`config.mk`:
```
export PLATFORM = sky130hd
export DESIGN_NAME = qrpmm_mixer
export DESIGN_NICKNAME = d
export VERILOG_FILES = /design/src/qrpmm_pkg.sv /design/src/qrpmm_mixer.sv
export SDC_FILE = /design/constraint.sdc
export NUM_CORES = 1
export LEC_CHECK = 0
export BUFFER_PORTS_ARGS = -buffer_cell sky130_fd_sc_hd__buf_2
export CORE_MARGIN = 4
export CORE_UTILIZATION = 67
export DETAILED_ROUTE_END_ITERATION = 8
export GPL_TIMING_DRIVEN = 0
export PLACE_DENSITY = 0.95
export SLEW_MARGIN = 25
export SYNTH_ARGS = -nofsm -noshare
export SYNTH_HDL_FRONTEND = slang
export SYNTH_SLANG_ARGS = --single-unit
export TNS_END_PERCENT = 30
```
`constraint.sdc`:
```
create_clock -name vclk -period 19.7
set_input_delay 0.985 -clock vclk [all_inputs]
set_output_delay 0.985 -clock vclk [all_outputs]
set_load 0.005 [all_outputs]
```
`src/qrpmm_pkg.sv`:
```
// Shared types, register indexes and mixer constants for the rate PID motor mixer.
package qrpmm_pkg;

   localparam int GAIN_W  = 16;
   localparam int IN_W    = 16;
   localparam int ERR_W   = 15;
   localparam int DIFF_W  = 16;
   localparam int SUM_W   = 32;
   localparam int PP_W    = 32;
   localparam int PI_W    = 49;
   localparam int PD_W    = 33;
   localparam int DRIVE_W = 42;
   localparam int MIX_W   = 45;
   localparam int MOTOR_W = 31;
   localparam int CSR_IDX_W = 3;

   localparam int ERR_LIMIT    = 10000;
   localparam logic [GAIN_W-1:0] RESET_P_GAIN = 16'h0100;

   typedef enum logic [CSR_IDX_W-1:0] {
      REG_ENABLE,
      REG_YAW_P,
      REG_YAW_I,
      REG_YAW_D,
      REG_TILT_P,
      REG_TILT_I,
      REG_TILT_D
   } qrpmm_reg_type;

   // Stage load strobes from the top-level pipeline control to each lane.
   typedef struct packed {
      logic load_err;
      logic load_pass;
      logic load_state;
      logic load_prod;
      logic load_drive;
   } qrpmm_adv_type;

   typedef logic signed [DRIVE_W-1:0] qrpmm_drive_type;
   typedef logic [MOTOR_W-1:0]        qrpmm_motor_type;

   // Per motor row: bit j set means drive j (yaw, pitch, roll, throttle) enters negated.
   localparam logic [3:0] MIX_NEG [4] = '{4'b0111, 4'b0001, 4'b0010, 4'b0100};

endpackage

```
`src/qrpmm_mixer.sv`:
```
// X-quad mixer: signed sum of quarter drives per motor with output clamp.
module qrpmm_mixer (
   input  qrpmm_pkg::qrpmm_drive_type  drive_in [4],
   output qrpmm_pkg::qrpmm_motor_type  motor [4]
);
   import qrpmm_pkg::*;

   logic signed [DRIVE_W:0]  term;
   logic signed [MIX_W-1:0]  acc;

   always_comb begin
      for (int i = 0; i < 4; i++) begin
         acc = '0;
         for (int j = 0; j < 4; j++) begin
            term = MIX_NEG[i][j] ? -(DRIVE_W+1)'(drive_in[j]) : (DRIVE_W+1)'(drive_in[j]);
            acc  = acc + MIX_W'(term >>> 2);
         end
         if (acc < 0) begin
            motor[i] = '0;
         end else if (acc[MIX_W-1:MOTOR_W] != '0) begin
            motor[i] = '1;
         end else begin
            motor[i] = acc[MOTOR_W-1:0];
         end
      end
   end

endmodule

```
==> metrics.txt <==
Slew headroom=22.4%; hold depth=6; VDD IR max=62.4 uV; routed wire length=72300 um; vias in the first global route=about 22000; Die Area=0.0336 sq mm; Max Slew Vio Count=0; IO Count=292; placed cells=3342; first-pass GRT wire length=113000 um; die height=roughly 180 um; Initial Util=68.7%; Distinct cells, synth=74; share of post-route cells with drive strength above 1=between 10% and 20%; Max Fclk=83.4 MHz; MaxCap Viol Count=0; row count=63; Avg Synthesized Cell Area=7.73 sq um; Post-DP HPWL=63400 um; Netlist Area Pre-Place=0.0206 sq mm; CTS Hold Bufs=0; Leak Pwr=0.0107 uW; min-delay worst type=in2out; crit end category=primary output; pin count of the biggest net entering global routing=11; register area=0 sq um; layout net count=3617; core area=0.0300 sq mm; via count=21553; Net Count, Synth=3324; Filler Cell Count=2365; finished layout cell area=0.0226 sq mm; unrepaired setup endpoints after global routing=false; Congestion Overflow GR=0; Chip Width=between 150 and 200 um; WHS Endpoint=motor[62]; Multi-input gate area=0.0185 sq mm; min cycle time layout=about 12 ns; sequential cells=0; slowest stage cell, crit path=nor4_2; YS warnings=0; Area Overhead vs Synth=9.61%; worst slew pin tran=1.15 ns; status=finished, final reports clean; part of the Yosys area used for sequential elements=0%; Starting DRT DRC Count=2380; # Post-CTS Setup Buffers=0; GR Util All Layers=42.1%; DRC=0; required time of the critical path=18.72 ns; routability cong.=1.06; fin crit share=60.8%; Wirelength per Cell=21.6 um; 1st-pass router iterations=6; antenna violations before repair=2; setup_tns=0 ns; total power divided by cell area=102 mW/mm^2; Final Hold Fails=0; Post-DRT Antenna Nets=0; Crit Path Class=in2out; crit-path max cell delay=a little over 0.9 ns; post-route non-filler standard cell count=3343; DR vias/cell=6.45; IO Port Bufs=290; total power=2310 uW; DP Area=0.0225 sq mm; PostCTS Resize Cnt=0; Synth Instances=~2700; clock buffers=0; crit start category=primary input; worst hold start=drive_in[128]; hold slack=about 2.8 ns; CP arrival=~11 ns; final setup vio count=0; Max FO, Critical Path=10
-- worst max path at each step --
stage             startpoint    endpoint  depth (start not counted)
2_1_floorplan   drive_in[45]   motor[94]                         28
3_3_place_gp   drive_in[126]  motor[117]                         27
3_5_place_dp   drive_in[126]  motor[116]                         27
4_1_cts        drive_in[126]  motor[116]                         27
5_1_grt         drive_in[45]  motor[119]                         29
6_report        drive_in[45]   motor[95]                         29
-- through the flow --
step	setup slack [ns]	utilization [%]
2_1_floorplan	10.07	-
3_3_place_gp	7.44	75.2
3_5_place_dp	7.68	75.2
4_1_cts	7.61	75.2
5_1_grt	7.35	75.3
6_report	7.72	75.3
-- layout make-up --
cell class,count,area share (%)
multi-input combinational,2098,81.9
inverter,466,7.76
timing repair buffer,291,6.48
tap,390,2.16
buffer,97,1.69
antenna,1,0.0111
-- report_power, final --
part / leakage, uW / internal [uW] / switching, uW
logic: 0.0107 / 855 / 1450
clock network: 0.00000000634 / 0.00000679 / 0
registers: 0 / 0 / 0
-- Yosys cell counts, drive strengths merged, types with 26 or more instances --
master	count	area, sq um
xor2	118	1030
o21ai	137	686
nand2b	32	200
nor4	31	194
a31oi	115	719
a21oi	232	1160
nor3	45	236
xnor2	115	1010
nand4	40	250
nor2b	27	169
nor2	135	507
inv	465	1750
a21o	49	368
ha	169	2110
o21bai	26	195
fa	326	6530
clkbuf	94	354
nand2	180	676
nand3	45	225
-- cells by family (layout without fill, tap and decap cells) --
group / count (synthesis) / in the layout / synth area share, %
adder cells (fa/ha/maj): 495 / 495 / 42.0
XOR/XNOR: 233 / 233 / 9.92
other: 0 / 1 / 0
multiplexers: 7 / 7 / 0.347
AO/OA/AOI/OAI: 718 / 718 / 21.6
buffers and inverters: 563 / 854 / 10.4
AND/OR/NAND/NOR: 645 / 645 / 15.7
-- placed cells by master (no fill, tap or decap), types with 22 or more instances in the layout --
master | netlist | final
a21o_1 | 49 | 49
a21oi_1 | 232 | 232
a31oi_1 | 115 | 115
and3_1 | 22 | 22
buf_2 | 1 | 291
clkbuf_1 | 93 | 93
fa_1 | 326 | 326
ha_1 | 169 | 169
inv_1 | 465 | 465
nand2_1 | 180 | 180
nand2b_1 | 32 | 32
nand3_1 | 45 | 45
nand4_1 | 40 | 40
nor2_1 | 135 | 135
nor2b_1 | 27 | 27
nor3_1 | 44 | 44
nor4_1 | 31 | 27
o21ai_0 | 137 | 137
o21bai_1 | 26 | 26
xnor2_1 | 115 | 115
xor2_1 | 118 | 118
-- worst max-delay path, delay by kind of cell --
family	cells	cell delay, ns
simple gates	15	6.23
fa+ha+maj	3	1.44
buf+inv	7	1.28
compound gates	4	1.05
-- per-layer routing --
metal / track usage (%) / vias to the layer above / share of wire, %
met5: 0 / - / 0.018
met4: 31.7 / 2 / 9.4
met3: 7.00 / 351 / 9.0
met2: 70.8 / 1407 / 47
met1: 48.2 / 10150 / 35
li1: - / 9643 / -
Power figures use the tool's default switching activity.
